**config.mk**
```make
export PLATFORM = sky130hd
export DESIGN_NAME = midi_byte_stream_parser
export DESIGN_NICKNAME = d
export VERILOG_FILES = /design/src/hdl/mbsp_pkg.sv /design/src/hdl/midi_byte_stream_parser.sv
export SDC_FILE = /design/constraint.sdc
export NUM_CORES = 1
export LEC_CHECK = 0
export ABC_AREA = 1
export BUFFER_PORTS_ARGS = -buffer_cell sky130_fd_sc_hd__clkbuf_2
export CAP_MARGIN = 25
export CORE_ASPECT_RATIO = 1.1
export CORE_MARGIN = 2
export CORE_UTILIZATION = 35
export CTS_BUF_LIST = sky130_fd_sc_hd__clkbuf_2
export DETAILED_ROUTE_END_ITERATION = 10
export GPL_TIMING_DRIVEN = 1
export SLEW_MARGIN = 15
export SYNTH_ARGS = -nofsm -noshare
export SYNTH_HDL_FRONTEND = slang
export SYNTH_SLANG_ARGS = --single-unit
```
**constraint.sdc**
```tcl
create_clock -name clock -period 6.95 [get_ports clock]
set_input_delay 1.0425 -clock clock [delete_from_list [all_inputs] [get_ports clock]]
set_output_delay 1.0425 -clock clock [all_outputs]
set_load 0.02 [all_outputs]
```
**src/hdl/mbsp_pkg.sv**
```systemverilog
// ----------------------------------------------------------------------------
// MIDI byte stream parser package
// Shared types, message codes and decode helpers for the MIDI byte parser.
// ----------------------------------------------------------------------------
`default_nettype none

package mbsp_pkg;

   // Longest sysex chunk handed out before a chunk word is emitted.
   localparam int CHUNK_LEN = 128;
   // Width of the sysex byte counter; it must be able to hold CHUNK_LEN.
   localparam int CNT_W     = $clog2(CHUNK_LEN + 1);

   // Message type codes, in the usual MIDI order.
   localparam logic [3:0] MSG_NOTEOFF     = 4'd0;
   localparam logic [3:0] MSG_NOTEON      = 4'd1;
   localparam logic [3:0] MSG_POLYPRESS   = 4'd2;
   localparam logic [3:0] MSG_CC          = 4'd3;
   localparam logic [3:0] MSG_PROGRAM     = 4'd4;
   localparam logic [3:0] MSG_CHANPRESS   = 4'd5;
   localparam logic [3:0] MSG_PITCHBEND   = 4'd6;
   localparam logic [3:0] MSG_SYSCOMMON   = 4'd7;
   localparam logic [3:0] MSG_REALTIME    = 4'd8;
   localparam logic [3:0] MSG_CHANMODE    = 4'd9;
   localparam logic [3:0] MSG_NONE        = 4'd10;

   // System common subtypes that carry data bytes.
   localparam logic [2:0] CK_SYSEX        = 3'd0;
   localparam logic [2:0] CK_MTC_QFRAME   = 3'd1;
   localparam logic [2:0] CK_SONG_POS     = 3'd2;
   localparam logic [2:0] CK_SONG_SEL     = 3'd3;

   // Sysex chunk kinds.
   localparam logic [1:0] CHUNK_SINGLE    = 2'd0;
   localparam logic [1:0] CHUNK_FIRST     = 2'd1;
   localparam logic [1:0] CHUNK_MIDDLE    = 2'd2;
   localparam logic [1:0] CHUNK_LAST      = 2'd3;

   // Special byte values and controller thresholds.
   localparam logic [7:0] BYTE_RT_FIRST   = 8'hF8;
   localparam logic [7:0] BYTE_EOX        = 8'hF7;
   localparam logic [6:0] CC_LAST_NORMAL  = 7'd119;
   localparam logic [6:0] CC_MODE_BASE    = 7'd120;
   localparam logic [2:0] HI_NIBBLE_SYS   = 3'b111;

   // Parser phase, one-hot.
   typedef enum logic [3:0] {
      PH_IDLE   = 4'b0001,
      PH_STATUS = 4'b0010,
      PH_DATA0  = 4'b0100,
      PH_SYSEX  = 4'b1000
   } phase_type;

   // One result word; event_valid sits in the lowest bit.
   typedef struct packed {
      logic       sysex_flush;
      logic       sysex_write;
      logic [7:0] chunk_length;
      logic [1:0] chunk_kind;
      logic [2:0] mode_kind;
      logic [2:0] realtime_kind;
      logic [2:0] common_kind;
      logic [6:0] second_data;
      logic [6:0] first_data;
      logic [3:0] midi_channel;
      logic [3:0] msg_type;
      logic       event_valid;
   } result_type;

   // Result word with no event.
   function automatic result_type no_event();
      result_type r;
      r          = '0;
      r.msg_type = MSG_NONE;
      return r;
   endfunction

   // Build the event word for a completed channel or system common message.
   function automatic result_type emit_msg(input logic [3:0] msg,
                                           input logic [3:0] chan,
                                           input logic [6:0] first,
                                           input logic [6:0] second,
                                           input logic [2:0] common);
      result_type r;
      logic [6:0] mode_diff;
      r           = '0;
      mode_diff   = first - CC_MODE_BASE;
      r.event_valid = 1'b1;
      r.msg_type  = msg;
      if (msg == MSG_SYSCOMMON) begin
         r.common_kind = common;
         if (common == CK_MTC_QFRAME || common == CK_SONG_SEL) begin
            r.first_data = first;
         end else if (common == CK_SONG_POS) begin
            r.first_data  = first;
            r.second_data = second;
         end
      end else begin
         r.midi_channel = chan;
         r.first_data   = first;
         if (msg != MSG_PROGRAM && msg != MSG_CHANPRESS) begin
            r.second_data = second;
         end
         if (msg == MSG_CHANMODE) begin
            r.mode_kind = mode_diff[2:0];
         end
      end
      return r;
   endfunction

   // Build a sysex chunk word; the length keeps the low eight bits of the count.
   function automatic result_type emit_chunk(input logic [1:0]       kind,
                                             input logic [CNT_W-1:0] count);
      result_type           r;
      logic [CNT_W+7:0]     wide;
      r              = no_event();
      wide           = {8'd0, count};
      r.event_valid  = 1'b1;
      r.msg_type     = MSG_SYSCOMMON;
      r.chunk_kind   = kind;
      r.chunk_length = wide[7:0];
      return r;
   endfunction

endpackage

`default_nettype wire

```
**src/hdl/midi_byte_stream_parser.sv**
```systemverilog
// ----------------------------------------------------------------------------
// MIDI byte stream parser
// Running status MIDI parser with sysex chunk framing, one byte per word.
// ----------------------------------------------------------------------------
// Usage:
// The req channel carries one received MIDI byte per word together with a
// flag that says whether the external sysex buffer can take another byte.
// The rsp channel returns exactly one word for every accepted byte: an event
// flag, the decoded message and the sysex write and flush strobes that the
// buffer logic must apply for that byte.
// The result of a byte is registered at the edge that accepts it, in the
// output register or, while an output word waits, in the skid register.
// Throughput is one word per cycle while the receiver does not stall; the
// decode is a single pass of logic from parser state to result register.
// The result side has an output register and a one-word skid register, so a
// byte is still taken while a finished result waits. When the receiver stalls
// and both hold a word, req_tready falls until rsp_tready returns.
// Reset clears the parser to idle with no running status, empties both result
// registers and drops req_tready only while reset is held.
// ----------------------------------------------------------------------------
`default_nettype none

module midi_byte_stream_parser (
   input  wire logic        clock,
   input  wire logic        reset,
   input  wire logic        req_tvalid,
   output logic             req_tready,
   input  wire logic [15:0] req_tdata,   // rx_byte[7:0], sysex_room[8], zero[15:9]
   output logic             rsp_tvalid,
   input  wire logic        rsp_tready,
   output logic [47:0]      rsp_tdata    // event_valid[0], msg_type[4:1],
                                         // midi_channel[8:5], first_data[15:9],
                                         // second_data[22:16], common_kind[25:23],
                                         // realtime_kind[28:26], mode_kind[31:29],
                                         // chunk_kind[33:32], chunk_length[41:34],
                                         // sysex_write[42], sysex_flush[43],
                                         // zero[47:44]
);

   // Parser state.
   mbsp_pkg::phase_type         phase_ff,    phase_in;
   logic [3:0]                  running_ff,  running_in;
   logic [3:0]                  cur_type_ff, cur_type_in;
   logic [3:0]                  channel_ff,  channel_in;
   logic [6:0]                  first_ff,    first_in;
   logic [2:0]                  common_ff,   common_in;
   logic [mbsp_pkg::CNT_W-1:0]  count_ff,    count_in;
   logic                        in_seq_ff,   in_seq_in;
   logic                        ovf_ff,      ovf_in;

   // Result buffering.
   mbsp_pkg::result_type        out_ff,  out_in;
   logic                        out_valid_ff, out_valid_in;
   mbsp_pkg::result_type        skid_ff, skid_in;
   logic                        skid_valid_ff, skid_valid_in;

   mbsp_pkg::result_type        res;
   logic [7:0]                  rx_byte;
   logic                        sysex_room;
   logic [6:0]                  data7;
   logic                        req_fire;
   logic                        out_free;

   // Data byte decode shared by running status and explicit status.
   logic [3:0]                  take_base;
   logic [3:0]                  take_type;
   logic                        take_one;
   logic [mbsp_pkg::CNT_W-1:0]  count_inc;

   localparam logic [mbsp_pkg::CNT_W-1:0] ChunkMax = mbsp_pkg::CNT_W'(mbsp_pkg::CHUNK_LEN);

   assign rx_byte    = req_tdata[7:0];
   assign sysex_room = req_tdata[8];
   assign data7      = rx_byte[6:0];

   assign req_tready = !reset && !skid_valid_ff;
   assign req_fire   = req_tvalid && req_tready;
   assign out_free   = !out_valid_ff || rsp_tready;

   assign rsp_tvalid = out_valid_ff;
   assign rsp_tdata  = {4'd0, out_ff};

   // Type used by the first data byte, with high controllers turned into mode messages.
   always_comb begin
      take_base = (phase_ff == mbsp_pkg::PH_IDLE) ? running_ff : cur_type_ff;
      if (take_base == mbsp_pkg::MSG_CC && data7 > mbsp_pkg::CC_LAST_NORMAL) begin
         take_type = mbsp_pkg::MSG_CHANMODE;
      end else begin
         take_type = take_base;
      end
      take_one = (take_type == mbsp_pkg::MSG_PROGRAM) ||
                 (take_type == mbsp_pkg::MSG_CHANPRESS) ||
                 (take_type == mbsp_pkg::MSG_SYSCOMMON &&
                  (common_ff == mbsp_pkg::CK_MTC_QFRAME ||
                   common_ff == mbsp_pkg::CK_SONG_SEL));
      count_inc = count_ff + 1'b1;
   end

   // Decode one byte against the parser state.
   always_comb begin
      phase_in    = phase_ff;
      running_in  = running_ff;
      cur_type_in = cur_type_ff;
      channel_in  = channel_ff;
      first_in    = first_ff;
      common_in   = common_ff;
      count_in    = count_ff;
      in_seq_in   = in_seq_ff;
      ovf_in      = ovf_ff;
      res         = mbsp_pkg::no_event();

      if (rx_byte >= mbsp_pkg::BYTE_RT_FIRST) begin
         // Real-time bytes pass through any phase without touching the state.
         res.event_valid   = 1'b1;
         res.msg_type      = mbsp_pkg::MSG_REALTIME;
         res.realtime_kind = rx_byte[2:0];
      end else if (phase_ff == mbsp_pkg::PH_SYSEX) begin
         // Inside sysex: store, frame into chunks, or close the sequence.
         if (rx_byte == mbsp_pkg::BYTE_EOX) begin
            if (ovf_ff) begin
               res.sysex_flush = 1'b1;
            end else begin
               res = mbsp_pkg::emit_chunk(in_seq_ff ? mbsp_pkg::CHUNK_LAST :
                                          mbsp_pkg::CHUNK_SINGLE, count_ff);
            end
            count_in  = '0;
            in_seq_in = 1'b0;
            ovf_in    = 1'b0;
            phase_in  = mbsp_pkg::PH_IDLE;
         end else if (!ovf_ff && sysex_room) begin
            res.sysex_write = 1'b1;
            if (count_inc >= ChunkMax) begin
               res = mbsp_pkg::emit_chunk(in_seq_ff ? mbsp_pkg::CHUNK_MIDDLE :
                                          mbsp_pkg::CHUNK_FIRST, count_inc);
               res.sysex_write = 1'b1;
               count_in  = '0;
               in_seq_in = 1'b1;
            end else begin
               count_in = count_inc;
            end
         end else begin
            ovf_in = 1'b1;
         end
      end else if (rx_byte[7]) begin
         // Status byte: system common cancels running status.
         cur_type_in = {1'b0, rx_byte[6:4]};
         if (rx_byte[6:4] == mbsp_pkg::HI_NIBBLE_SYS) begin
            channel_in = '0;
            running_in = mbsp_pkg::MSG_NONE;
            common_in  = rx_byte[2:0];
            if (rx_byte[2:0] == mbsp_pkg::CK_SYSEX) begin
               phase_in = mbsp_pkg::PH_SYSEX;
            end else if (rx_byte[2:0] > mbsp_pkg::CK_SONG_SEL) begin
               res = mbsp_pkg::emit_msg(mbsp_pkg::MSG_SYSCOMMON, 4'd0, first_ff,
                                        7'd0, rx_byte[2:0]);
               phase_in = mbsp_pkg::PH_IDLE;
            end else begin
               phase_in = mbsp_pkg::PH_STATUS;
            end
         end else begin
            channel_in = rx_byte[3:0];
            running_in = {1'b0, rx_byte[6:4]};
            phase_in   = mbsp_pkg::PH_STATUS;
         end
      end else begin
         // Data byte.
         case (phase_ff)
            mbsp_pkg::PH_IDLE, mbsp_pkg::PH_STATUS: begin
               if (phase_ff == mbsp_pkg::PH_STATUS || running_ff != mbsp_pkg::MSG_NONE) begin
                  cur_type_in = take_type;
                  first_in    = data7;
                  if (take_one) begin
                     res = mbsp_pkg::emit_msg(take_type, channel_ff, data7, 7'd0,
                                              common_ff);
                     phase_in = mbsp_pkg::PH_IDLE;
                  end else begin
                     phase_in = mbsp_pkg::PH_DATA0;
                  end
               end
            end
            mbsp_pkg::PH_DATA0: begin
               if (cur_type_ff == mbsp_pkg::MSG_NOTEON && data7 == 7'd0) begin
                  cur_type_in = mbsp_pkg::MSG_NOTEOFF;
               end
               res = mbsp_pkg::emit_msg(cur_type_in, channel_ff, first_ff, data7,
                                        common_ff);
               phase_in = mbsp_pkg::PH_IDLE;
            end
            default: begin
               phase_in = mbsp_pkg::PH_IDLE;
            end
         endcase
      end
   end

   // Output register with a one-word skid stage behind it.
   always_comb begin
      out_in        = out_ff;
      out_valid_in  = out_valid_ff;
      skid_in       = skid_ff;
      skid_valid_in = skid_valid_ff;
      if (out_free) begin
         if (skid_valid_ff) begin
            out_in        = skid_ff;
            out_valid_in  = 1'b1;
            skid_valid_in = 1'b0;
         end else begin
            out_in       = res;
            out_valid_in = req_fire;
         end
      end else if (req_fire) begin
         skid_in       = res;
         skid_valid_in = 1'b1;
      end
   end

   // Parser state registers advance only on an accepted word.
   always_ff @(posedge clock) begin
      if (reset) begin
         phase_ff    <= mbsp_pkg::PH_IDLE;
         running_ff  <= mbsp_pkg::MSG_NONE;
         cur_type_ff <= mbsp_pkg::MSG_NONE;
         channel_ff  <= '0;
         first_ff    <= '0;
         common_ff   <= '0;
         count_ff    <= '0;
         in_seq_ff   <= 1'b0;
         ovf_ff      <= 1'b0;
      end else if (req_fire) begin
         phase_ff    <= phase_in;
         running_ff  <= running_in;
         cur_type_ff <= cur_type_in;
         channel_ff  <= channel_in;
         first_ff    <= first_in;
         common_ff   <= common_in;
         count_ff    <= count_in;
         in_seq_ff   <= in_seq_in;
         ovf_ff      <= ovf_in;
      end
   end

   // Result handshake control.
   always_ff @(posedge clock) begin
      if (reset) begin
         out_valid_ff  <= 1'b0;
         skid_valid_ff <= 1'b0;
      end else begin
         out_valid_ff  <= out_valid_in;
         skid_valid_ff <= skid_valid_in;
      end
   end

   // Result payload.
   always_ff @(posedge clock) begin
      out_ff  <= out_in;
      skid_ff <= skid_in;
   end

`ifndef SYNTHESIS
   // The skid stage only fills behind a waiting output word.
   a_skid_behind_out: assert property (@(posedge clock) disable iff (reset)
      skid_valid_ff |-> out_valid_ff)
      else $error("skid word held without an output word");

   // Overflow is only remembered while a sysex sequence is open.
   a_ovf_in_sysex: assert property (@(posedge clock) disable iff (reset)
      ovf_ff |-> (phase_ff == mbsp_pkg::PH_SYSEX))
      else $error("sysex overflow flag set outside sysex");

   // Chunk framing state never survives the end of a sysex sequence.
   a_chunk_in_sysex: assert property (@(posedge clock) disable iff (reset)
      (in_seq_ff || count_ff != '0) |-> (phase_ff == mbsp_pkg::PH_SYSEX))
      else $error("chunk state left over outside sysex");

   // The byte counter emits a chunk before reaching the chunk length.
   a_count_bound: assert property (@(posedge clock) disable iff (reset)
      count_ff < ChunkMax)
      else $error("sysex byte counter reached the chunk length");
`endif

endmodule

`default_nettype wire
```
==> summary.json, run 1 <==
{
  "die": {
    "core_region_area_mm2": 0.0164,
    "fp.dieArea_mm2": 0.0179,
    "fp.dieW_um": 128,
    "io-pin-count": 70,
    "rows": 49,
    "effective_utilization_at_floorplan_pct": 36.0,
    "die_height_um": 140
  },
  "clock_network": {
    "cts_tree": "yes",
    "postCtsSetupBuffers": 0,
    "post_cts.resized_instances": 0,
    "ctsHoldBuffers": 0,
    "cts.sink_count": 126,
    "ctsHtreeMaxLevel": 4,
    "maximum_number_of_buffers_from_clock_root_to_sink": 2,
    "ctsRootBufferMaster": "sky130_fd_sc_hd__clkbuf_2",
    "numCtsBuffers": 17,
    "clkSlewWorstSetupHoldPaths_ns": 0.17,
    "worstSkewPairLatency_ns": 0.65
  },
  "placement": {
    "placedCellCount": 915,
    "place.gp.congestion": 0.921,
    "dp_hpwl_mm": 9.39,
    "placedInstanceArea_mm2": 0.00641,
    "portBuffers": 58
  },
  "logic_synthesis": {
    "synth_cells": 668,
    "synth.ff_latch_count": 126,
    "yosys_warnings": 0,
    "synth.most_common_cell": "sky130_fd_sc_hd__nand2_1",
    "synth_area_mm2": 0.00591,
    "asyncSetResetFlopFracSynth_pct": 0,
    "synth_seq_area_share_pct": 57.6,
    "synth_ff_type": "sky130_fd_sc_hd__edfxtp_1",
    "post_synth.cell_area_avg_um2": 8.85,
    "synth.lib_cells_used.distinct": 45,
    "post-synth-top-area-fraction_pct": 44.7,
    "yosys-top-cells-count": "177 x sky130_fd_sc_hd__nand2_1, 88 x sky130_fd_sc_hd__edfxtp_1, 83 x sky130_fd_sc_hd__inv_1",
    "post_synth_main_area_contributors": "sky130_fd_sc_hd__edfxtp_1 45%, sky130_fd_sc_hd__dfxtp_1 13%, sky130_fd_sc_hd__nand2_1 11%",
    "synth_top_area_cell": "sky130_fd_sc_hd__edfxtp_1",
    "synth-edff-count": 88
  },
  "sta": {
    "timing.final.crit_period_ns": 2.93,
    "setup_viol_count_final": 0,
    "fin_tns_setup_ns": 0,
    "report.final.slew_viol_count": 0,
    "worst_pin_slew_ns": 0.952,
    "clock-skew-final_ns": 0.0343,
    "period_share_pct": 42.1,
    "timing.final.hold_violations": 0,
    "grt_setup_unrepaired": "no",
    "max-slew-margin-rel_pct": 36.4,
    "maxClockFrequency_mhz": 342
  },
  "grt": {
    "busiest_layer": "met2",
    "grt_pass1_wl_mm": 21.5,
    "vias_in_the_first_global_route": 4261,
    "grt.overflow.total": 0,
    "grt_antenna_before_repair": 1,
    "grt_util_met2_pct": 24.8,
    "grt_use_met1_pct": 20.4,
    "pin_count_of_the_biggest_net_entering_global_routing": 59,
    "global_route.usage.total_pct": 15.4,
    "grt_util_met3_pct": 3.78
  },
  "detailed_routing": {
    "routed_via_density": 4.84,
    "drt_iter0_markers": 416,
    "number_of_vias_after_detailed_routing": 4586,
    "detail_route.first_pass.iterations": 7,
    "post_drt_wl_per_cell_um": 14.1,
    "final_antenna_violating_net_count": 0,
    "drc": 0,
    "totalWireLength_mm": 13.3
  },
  "worst_setup_path": {
    "cp-start-kind": "input pin",
    "ordered_cell_list_for_the_critical_path": "clkbuf_2 -> nand2_2 -> nor2_4 -> nand2_2 -> nor2_2 -> nand2_2 -> nor3_4 -> inv_4 -> o21ai_4 -> nand2_2 -> nor3_1 -> nand2_1 -> nand2_1",
    "crit_slowest_cell": "sky130_fd_sc_hd__nor3_4",
    "criticalPathCategory": "input pin to register",
    "worst_ep_required_time_ns": 7.46,
    "worst-path-max-fanout": 17,
    "crit_arrival_ns": 3.44,
    "cpPeakStageDelay_ns": 0.59,
    "timing.critical_path.mode_cell": "sky130_fd_sc_hd__nand2_2",
    "timing.critical_path.to_type": "register"
  },
  "pwr": {
    "fin_total_pwr_w": 0.00143,
    "pwr_density_cell_mw_per_mm2": 215,
    "power_leakage_nw": 2.92,
    "worst_ir_drop_vdd_mv": 0.0716
  },
  "final_layout": {
    "layout.nets": 751,
    "postLayoutCellArea_mm2": 0.00666,
    "post_route_cells_drive_above_1_share_pct": 16.8,
    "layout.core_utilization_pct": 40.5,
    "post_layout_nonfiller_instances": 948,
    "area_delta_synth_final_pct": 12.6
  },
  "run_status": {
    "run_status": "complete, no violations"
  },
  "job": {
    "cap_viol_max_count": 0
  },
  "hold_path": {
    "worstHoldPathType": "register to register"
  }
}
==> power by group <==
group	switching [W]	internal, W
registers	0.00000995	0.000826
clock network	0.000265	0.000199
logic	0.000100	0.0000344
total	0.000375	0.00106
==> worst max-delay path, delay by kind of cell <==
family          cells  cell delay, ns
buf+inv             2            0.37
compound gates      1            0.18
simple gates       10            1.83
==> stage by stage <==
stage,setup slack (ns),hold slack (ns)
2_1_floorplan,2.76,0.424
3_3_place_gp,3.44,0.435
3_5_place_dp,3.43,0.441
4_1_cts,4.14,0.463
5_1_grt,3.94,0.479
6_report,4.02,0.463
==> worst paths after layout <==
check | start | end | slack, ns | depth (start not counted)
hold / removal | first_ff[1] | first_ff[1] | 0.46 | 2
hold reg to reg | first_ff[1] | first_ff[1] | 0.46 | 2
setup reg to reg | phase_ff[3] | rsp_tdata[3] | 4.52 | 13
setup / recovery | req_tdata[4] | rsp_tdata[36] | 4.02 | 13
==> cell families (layout without fill, tap and decap cells) <==
logic type,Yosys count,after routing,share of synthesized area (%)
AND/OR/NAND/NOR,312,312,22.7
multiplexers,2,2,0.381
flip-flops,126,126,57.6
AO/OA/AOI/OAI,109,109,10.8
adder cells (fa/ha/maj),1,1,0.212
buffers and inverters,111,183,7.39
XOR/XNOR,6,6,0.889
other,1,5,0.0634
==> layout by cell type, fill, tap and decap left out, drive strengths merged, types with 2 or more instances in the layout <==
cell type / instances
dfxtp: 38
a22oi: 2
conb: 4
nor4: 2
nor3: 20
edfxtp: 88
a21oi: 38
buf: 5
nor2: 56
a211oi: 4
nand4: 6
o21ai: 44
bufinv: 3
a31oi: 4
o22ai: 7
clkinv: 10
inv: 87
nand2: 185
mux2: 2
clkbuf: 77
o211ai: 6
nand3: 41
xor2: 6
==> metal layers <==
layer / routed length [µm] / share of wire (%) / vias up
met3: 576 / 4.3 / 14
met2: 6210 / 47 / 108
li1: - / - / 2349
met1: 6340 / 48 / 2115
met5: 0 / 0 / -
met4: 205 / 1.5 / 0
==> final cells by class <==
| type | count | area [µm²] |
|---|---|---|
| Clock buffer | 19 | 95.1 |
| Multi-Input combinational cell | 434 | 2090 |
| Inverter | 88 | 333 |
| Timing Repair Buffer | 63 | 328 |
| Tap cell | 204 | 255 |
| Clock inverter | 13 | 148 |
| Sequential cell | 126 | 3400 |
| Fill cell | 1668 | 9780 |
| Antenna cell | 1 | 2.50 |
==> registers in the layout, summed over array words and instances, names as in the netlist <==
signal         flops
rsp_tdata         44
skid_ff           44
count_ff           8
first_ff           7
channel_ff         4
cur_type_ff        4
phase_ff           4
running_ff         4
common_ff          3
in_seq_ff          1
ovf_ff             1
rsp_tvalid         1
skid_valid_ff      1
Note: power is estimated with default switching activity, not from simulation.
==> run 2, diff against run 1 <==
--- a/config.mk
+++ b/config.mk
@@ -5,7 +5,7 @@
 export SDC_FILE = /design/constraint.sdc
 export NUM_CORES = 1
 export LEC_CHECK = 0
-export ABC_AREA = 1
+export ABC_AREA = 0
 export BUFFER_PORTS_ARGS = -buffer_cell sky130_fd_sc_hd__clkbuf_2
 export CAP_MARGIN = 25
 export CORE_ASPECT_RATIO = 1.1
==> constraint.sdc (replaced) <==
create_clock -name clock -period 2.66 [get_ports clock]
set_input_delay 0.399 -clock clock [delete_from_list [all_inputs] [get_ports clock]]
set_output_delay 0.399 -clock clock [all_outputs]
set_load 0.02 [all_outputs]
==> run 2 against run 1 <==
Against the previous run:
- final cell count down 10%
- sequential power rose to 2.6 times the previous value
- area after synthesis up 1.6%
- combinational power rose to 2.9 times the previous value
- wire length up 15%
- via count up 3.1%
- sequential cell count unchanged
- hold slack worse by 0.37 ns
- design area up 5.6%
- global-route usage up 1.7 points
- critical endpoint is now rsp_tdata[23]
- largest power group unchanged
- highest routed layer unchanged
==> summary.json, run 2 <==
{
  "run_status": {
    "run_status": "complete, no violations"
  },
  "die": {
    "fp.dieW_um": 129,
    "core_region_area_mm2": 0.0169,
    "die_height_um": 141,
    "effective_utilization_at_floorplan_pct": 35.5,
    "io-pin-count": 70,
    "fp.dieArea_mm2": 0.0182,
    "rows": 50
  },
  "logic_synthesis": {
    "yosys-top-cells-count": "88 x sky130_fd_sc_hd__edfxtp_1, 60 x sky130_fd_sc_hd__nor2_1, 42 x sky130_fd_sc_hd__nand2_1",
    "simple_gate_portion_of_the_synthesized_area_pct": 17.2,
    "synth_seq_area_share_pct": 56.7,
    "yosys_warnings": 0,
    "synth.ff_latch_count": 126,
    "post-synth-top-area-fraction_pct": 44.0,
    "synth_cells": 552,
    "synth_ff_type": "sky130_fd_sc_hd__edfxtp_1",
    "synth_area_mm2": 0.00600,
    "synth_fa_ha_area_share_pct": 0.208,
    "post_synth_main_area_contributors": "sky130_fd_sc_hd__edfxtp_1 44%, sky130_fd_sc_hd__dfxtp_1 13%, sky130_fd_sc_hd__mux2_2 4.9%",
    "synth.lib_cells_used.distinct": 66,
    "synth.most_common_cell": "sky130_fd_sc_hd__edfxtp_1",
    "asyncSetResetFlopFracSynth_pct": 0,
    "synth_top_area_cell": "sky130_fd_sc_hd__edfxtp_1",
    "post_synth.cell_area_avg_um2": 10.9,
    "synth-edff-count": 88,
    "largest_family_of_logic_cells_by_synthesized_area": "simple AND/OR/NAND/NOR gates",
    "synth_xor_area_share_pct": 0.438,
    "synth_compound_gate_area_share_pct": 14.5,
    "muxShareOfSynthArea_pct": 6.88
  },
  "sta": {
    "worst_pin_slew_ns": 0.723,
    "grt_setup_unrepaired": "no",
    "period_share_pct": 95.1,
    "max-slew-margin-rel_pct": 51.8,
    "clock-skew-final_ns": 0.0281,
    "fin_tns_setup_ns": 0,
    "timing.final.crit_period_ns": 2.53,
    "timing.final.hold_violations": 0,
    "report.final.slew_viol_count": 0,
    "setup_viol_count_final": 0,
    "maxClockFrequency_mhz": 395
  },
  "pwr": {
    "seq_power_share_pct": 54.8,
    "pwr_density_cell_mw_per_mm2": 568,
    "clockPowerShare_pct": 35.6,
    "net-switching-power_w": 0.000993,
    "worst_ir_drop_vdd_mv": 0.284,
    "total_internal_power_w": 0.00300,
    "switching_share_pct": 24.9,
    "power.combinational.fraction_pct": 9.6,
    "power_leakage_nw": 2.73,
    "fin_total_pwr_w": 0.00399
  },
  "clock_network": {
    "cts.sink_count": 126,
    "cts_tree": "yes",
    "ctsHtreeMaxLevel": 4,
    "clkSlewWorstSetupHoldPaths_ns": 0.18,
    "worstSkewPairLatency_ns": 0.68,
    "postCtsSetupBuffers": 0,
    "numCtsBuffers": 17,
    "ctsRootBufferMaster": "sky130_fd_sc_hd__clkbuf_2",
    "maximum_number_of_buffers_from_clock_root_to_sink": 2
  },
  "placement": {
    "portBuffers": 58,
    "dp_hpwl_mm": 10.4,
    "place.gp.congestion": 0.944,
    "placedCellCount": 819
  },
  "detailed_routing": {
    "post_drt_wl_per_cell_um": 18.1,
    "drt_iter0_markers": 369,
    "totalWireLength_mm": 15.4,
    "detail_route.first_pass.iterations": 6,
    "number_of_vias_after_detailed_routing": 4729,
    "final_antenna_violating_net_count": 0,
    "routed_via_density": 5.54,
    "drc": 0
  },
  "worst_setup_path": {
    "worst_ep_required_time_ns": 3.19,
    "timing.critical_path.to_type": "register",
    "worst-path-max-fanout": 10,
    "crit_arrival_ns": 3.06,
    "reg2reg_slack_ns": 0.13,
    "cp-start-kind": "register",
    "criticalPathCategory": "register to register"
  },
  "job": {
    "cap_viol_max_count": 0
  },
  "final_layout": {
    "antenna_cells": 0,
    "post_route_cells_drive_above_1_share_pct": 27.1,
    "most-common-layout-cells": "88 x sky130_fd_sc_hd__edfxtp_1, 78 x sky130_fd_sc_hd__clkbuf_2, 59 x sky130_fd_sc_hd__nor2_1, 42 x sky130_fd_sc_hd__nand2_1, 41 x sky130_fd_sc_hd__buf_4",
    "area_delta_synth_final_pct": 17.1,
    "layout_commonest_cell": "sky130_fd_sc_hd__edfxtp_1",
    "post_layout_nonfiller_instances": 853,
    "layout.nets": 653
  },
  "grt": {
    "global_route.usage.total_pct": 17.1,
    "pin_count_of_the_biggest_net_entering_global_routing": 58,
    "vias_in_the_first_global_route": 4530,
    "grt_antenna_before_repair": 0,
    "grt_pass1_wl_mm": 24.1,
    "grt.overflow.total": 0
  },
  "hold_path": {
    "worstHoldPathType": "input pin to register"
  }
}
==> run 2: changes by cell type after synthesis, moves of 13 or more <==
cell,delta
sky130_fd_sc_hd__a21oi_1,-13
sky130_fd_sc_hd__inv_1,-70
sky130_fd_sc_hd__nand2_1,-135
sky130_fd_sc_hd__clkbuf_1,+20
sky130_fd_sc_hd__a22oi_1,+14
sky130_fd_sc_hd__nand3_1,-34
sky130_fd_sc_hd__mux2_2,+24
sky130_fd_sc_hd__o21ai_0,-20
==> run 2: final timing paths <==
| kind | from | end | cells after the start |
|---|---|---|---|
| worst max-delay path | phase_ff[0] | rsp_tdata[23] | 7 |
| worst min-delay path | req_tdata[6] | first_ff[6] | 3 |
| worst min register to register | channel_ff[3] | channel_ff[3] | 2 |
| worst max register to register | phase_ff[0] | rsp_tdata[23] | 7 |
==> run 2: critical path, stage by stage (launching register included) <==
cell	delay [ns]
sky130_fd_sc_hd__dfxtp_1	0.59
sky130_fd_sc_hd__or4b_1	0.49
sky130_fd_sc_hd__or3_1	0.36
sky130_fd_sc_hd__o21ai_1	0.11
sky130_fd_sc_hd__a41oi_1	0.24
sky130_fd_sc_hd__o21ai_1	0.31
sky130_fd_sc_hd__buf_4	0.17
sky130_fd_sc_hd__mux2_2	0.14
==> run 2: area by class of cell <==
class | count | area [µm²]
tap | 208 | 260
clock inverter | 12 | 193
sequential | 126 | 3410
multi-input combinational | 372 | 2380
clock buffer | 20 | 100
inverter | 13 | 48.8
timing repair buffer | 102 | 638
fill | 1631 | 9860
==> run 2: kinds of logic (layout without fill, tap and decap cells) <==
group / after synthesis / count (layout)
multiplexers: 38 / 38
buffers and inverters: 57 / 147
XOR/XNOR: 3 / 3
AND/OR/NAND/NOR: 201 / 201
flip-flops: 126 / 126
adder cells (fa/ha/maj): 1 / 1
other: 1 / 4
AO/OA/AOI/OAI: 125 / 125
==> run 2: power groups by stage <==
stage / Clock, W / Combinational (W) / Sequential [W]
after detailed placement: 0 / 0.000380 / 0.00223
after floorplan: 0 / 0.000190 / 0.00228
final: 0.00142 / 0.000385 / 0.00219
after global routing: 0.00152 / 0.000414 / 0.00220
after CTS: 0.00146 / 0.000384 / 0.00219
after global placement: 0 / 0.000376 / 0.00223
==> run 2: layer usage <==
metal  up-vias  part of all wire, %  GRT usage (%)  wire length [µm]
li1       2231                    -              -                 -
met1      2312                   44           22.2              6810
met2       170                   48           28.0              7450
met3        16                  5.8           4.22               892
met4         0                  1.6           5.26               253
met5         -                    0              0                 0
==> run 2: metrics by stage <==
step / setup slack (ns) / cell area (µm²) / utilization, % / hold WS (ns)
2_1_floorplan: 0.396 / 6020 / - / 0.445
3_3_place_gp: 0.118 / 6710 / 39.7 / 0.468
3_5_place_dp: 0.111 / 6710 / 39.7 / 0.467
4_1_cts: 0.0491 / 7020 / 41.6 / 0.0127
5_1_grt: 0.0186 / 7030 / 41.6 / 0.0421
6_report: 0.131 / 7030 / 41.6 / 0.0911
==> run 2: what timing repair did <==
item | CTS | global route
endpoints found under the hold margin | 3 | 0
gates resized for setup | 0 | 3
hold buffers | 2 | 0
setup endpoints to repair | 0 | 8
==> run 3, diff against run 2 <==
==> constraint.sdc (replaced) <==
create_clock -name clock -period 2.3 [get_ports clock]
set_input_delay 0.345 -clock clock [delete_from_list [all_inputs] [get_ports clock]]
set_output_delay 0.345 -clock clock [all_outputs]
set_load 0.02 [all_outputs]
==> run 3 against run 2 <==
Against the previous run:
- total power is 14% higher
- first-iteration DRC count is 1.4% higher
- largest cell class unchanged
- largest power group unchanged
- global-route usage is 0.44 points higher
==> summary.json, run 3 (synthesis results as in run 2) <==
{
  "run_status": {
    "run_status": "complete, no violations"
  },
  "sta": {
    "timing.final.hold_violations": 0,
    "max-slew-margin-rel_pct": 57.3,
    "grt_setup_unrepaired": "yes",
    "timing.final.crit_period_ns": 2.27,
    "period_share_pct": 98.7,
    "clock-skew-final_ns": 0.0289,
    "report.final.slew_viol_count": 0,
    "setup_viol_count_final": 0,
    "maxClockFrequency_mhz": 440,
    "worst_pin_slew_ns": 0.640
  },
  "grt": {
    "pin_count_of_the_biggest_net_entering_global_routing": 58,
    "grt.overflow.total": 0,
    "grt_pass1_wl_mm": 24.6,
    "grt_antenna_before_repair": 0,
    "vias_in_the_first_global_route": 4676,
    "global_route.usage.total_pct": 17.5
  },
  "die": {
    "effective_utilization_at_floorplan_pct": 35.5,
    "rows": 50,
    "core_region_area_mm2": 0.0169,
    "fp.dieArea_mm2": 0.0182,
    "io-pin-count": 70,
    "die_height_um": 141,
    "fp.dieW_um": 129
  },
  "clock_network": {
    "cts.sink_count": 126,
    "clkSlewWorstSetupHoldPaths_ns": 0.18,
    "cts_tree": "yes",
    "numCtsBuffers": 17,
    "ctsRootBufferMaster": "sky130_fd_sc_hd__clkbuf_2",
    "maximum_number_of_buffers_from_clock_root_to_sink": 2,
    "worstSkewPairLatency_ns": 0.70,
    "ctsHtreeMaxLevel": 4
  },
  "detailed_routing": {
    "top_layer": "met4",
    "route.met3.wl_um": 779,
    "final_antenna_violating_net_count": 0,
    "drc": 0,
    "drt_iter0_markers": 374,
    "routed_via_density": 5.42,
    "drt-met1-wl_mm": 7.17,
    "detail_route.first_pass.iterations": 5,
    "met2WireLength_mm": 7.60,
    "post_drt_wl_per_cell_um": 17.8,
    "number_of_vias_after_detailed_routing": 4827,
    "totalWireLength_mm": 15.9
  },
  "worst_setup_path": {
    "worst_ep_required_time_ns": 2.85,
    "reg2reg_from": "phase_ff[2]",
    "worst-path-max-fanout": 6,
    "reg2reg_slack_ns": 0.03,
    "r2r.worst_path.cells": 6,
    "cp-start-kind": "register",
    "timing.critical_path.to_type": "register",
    "criticalPathCategory": "register to register",
    "r2r-end": "rsp_tdata[24]",
    "crit_arrival_ns": 2.82
  },
  "placement": {
    "place.gp.congestion": 0.908,
    "dp_hpwl_mm": 11.0,
    "placedInstanceArea_mm2": 0.00693,
    "portBuffers": 58,
    "placedCellCount": 848
  },
  "hold_path": {
    "whs_endpoint": "running_ff[0]",
    "worstHoldPathType": "input pin to register",
    "min_path_cells": 4,
    "hold_start": "req_tdata[4]"
  },
  "pwr": {
    "worst_ir_drop_vdd_mv": 0.460,
    "pwr_density_cell_mw_per_mm2": 615,
    "power_leakage_nw": 2.92
  },
  "final_layout": {
    "post_route_cells_drive_above_1_share_pct": 32.5,
    "area_delta_synth_final_pct": 23.2,
    "layout.nets": 689,
    "post_layout_nonfiller_instances": 890,
    "layout_commonest_cell": "sky130_fd_sc_hd__edfxtp_1",
    "postLayoutCellArea_mm2": 0.00740,
    "most-common-layout-cells": "88 x sky130_fd_sc_hd__edfxtp_1, 81 x sky130_fd_sc_hd__clkbuf_2, 71 x sky130_fd_sc_hd__buf_4, 59 x sky130_fd_sc_hd__nor2_1, 42 x sky130_fd_sc_hd__nand2_1"
  },
  "job": {
    "cap_viol_max_count": 0
  }
}
## run 3: per-layer routing
metal  vias up  track usage [%]
li1       2307                -
met1      2344             23.0
met2       151             27.5
met3        25             4.56
met4         0             7.21
met5         -                0
## run 3: through the flow
| stage | power (W) | utilization, % | setup WS, ns | hold WS [ns] | setup TNS [ns] |
|---|---|---|---|---|---|
| floorplan | 0.00285 | - | 0.0646 | 0.445 | 0 |
| global placement | 0.00305 | 41.0 | -0.0921 | 0.472 | -0.419 |
| detailed placement | 0.00306 | 41.0 | -0.165 | 0.472 | -0.974 |
| CTS | 0.00458 | 43.2 | 0.00389 | 0.0227 | 0 |
| global route | 0.00473 | 43.8 | -0.0119 | 0.0538 | -0.0173 |
| finish | 0.00455 | 43.8 | 0.0294 | 0.0899 | 0 |
## run 3: layout make-up
| class | instances | area (µm²) |
|---|---|---|
| Timing Repair Buffer | 138 | 930 |
| Clock buffer | 22 | 110 |
| Tap cell | 208 | 260 |
| Antenna cell | 1 | 2.50 |
| Inverter | 13 | 48.8 |
| Clock inverter | 10 | 145 |
| Fill cell | 1616 | 9490 |
| Sequential cell | 126 | 3420 |
| Multi-Input combinational cell | 372 | 2490 |
## run 3: worst max-delay path by stage
stage	start	endpoint	slack, ns	depth (start not counted)
6_report	phase_ff[2]	rsp_tdata[24]	0.03	6
5_1_grt	phase_ff[2]	rsp_tdata[24]	-0.01	6
4_1_cts	phase_ff[1]	rsp_tdata[24]	0.004	6
3_5_place_dp	phase_ff[0]	rsp_tdata[23]	-0.16	6
3_3_place_gp	phase_ff[0]	rsp_tdata[9]	-0.09	7
2_1_floorplan	phase_ff[3]	rsp_tdata[24]	0.06	8
## run 3: timing repair
action	4_1_cts	5_1_grt
gates resized for setup	13	17
endpoints found under the hold margin	7	0
hold buffers	5	0
buffers inserted	2	2
pin swaps	1	4
setup endpoints to repair	22	25
## run 3: worst max-delay path, cell delays in order (launching register included)
cell and delay, ns:
sky130_fd_sc_hd__dfxtp_4 0.40, sky130_fd_sc_hd__or4b_4 0.54, sky130_fd_sc_hd__or3_4 0.36, sky130_fd_sc_hd__o21ai_4 0.08
sky130_fd_sc_hd__a41oi_4 0.15, sky130_fd_sc_hd__or4_4 0.51, sky130_fd_sc_hd__o211ai_2 0.08
## run 3: where the power goes
part           internal, W  leakage (nW)  switching, W  total [W]
combinational     0.000194          1.56      0.000318   0.000512
sequential         0.00249          1.20     0.0000358    0.00252
clock             0.000720         0.162      0.000792    0.00151
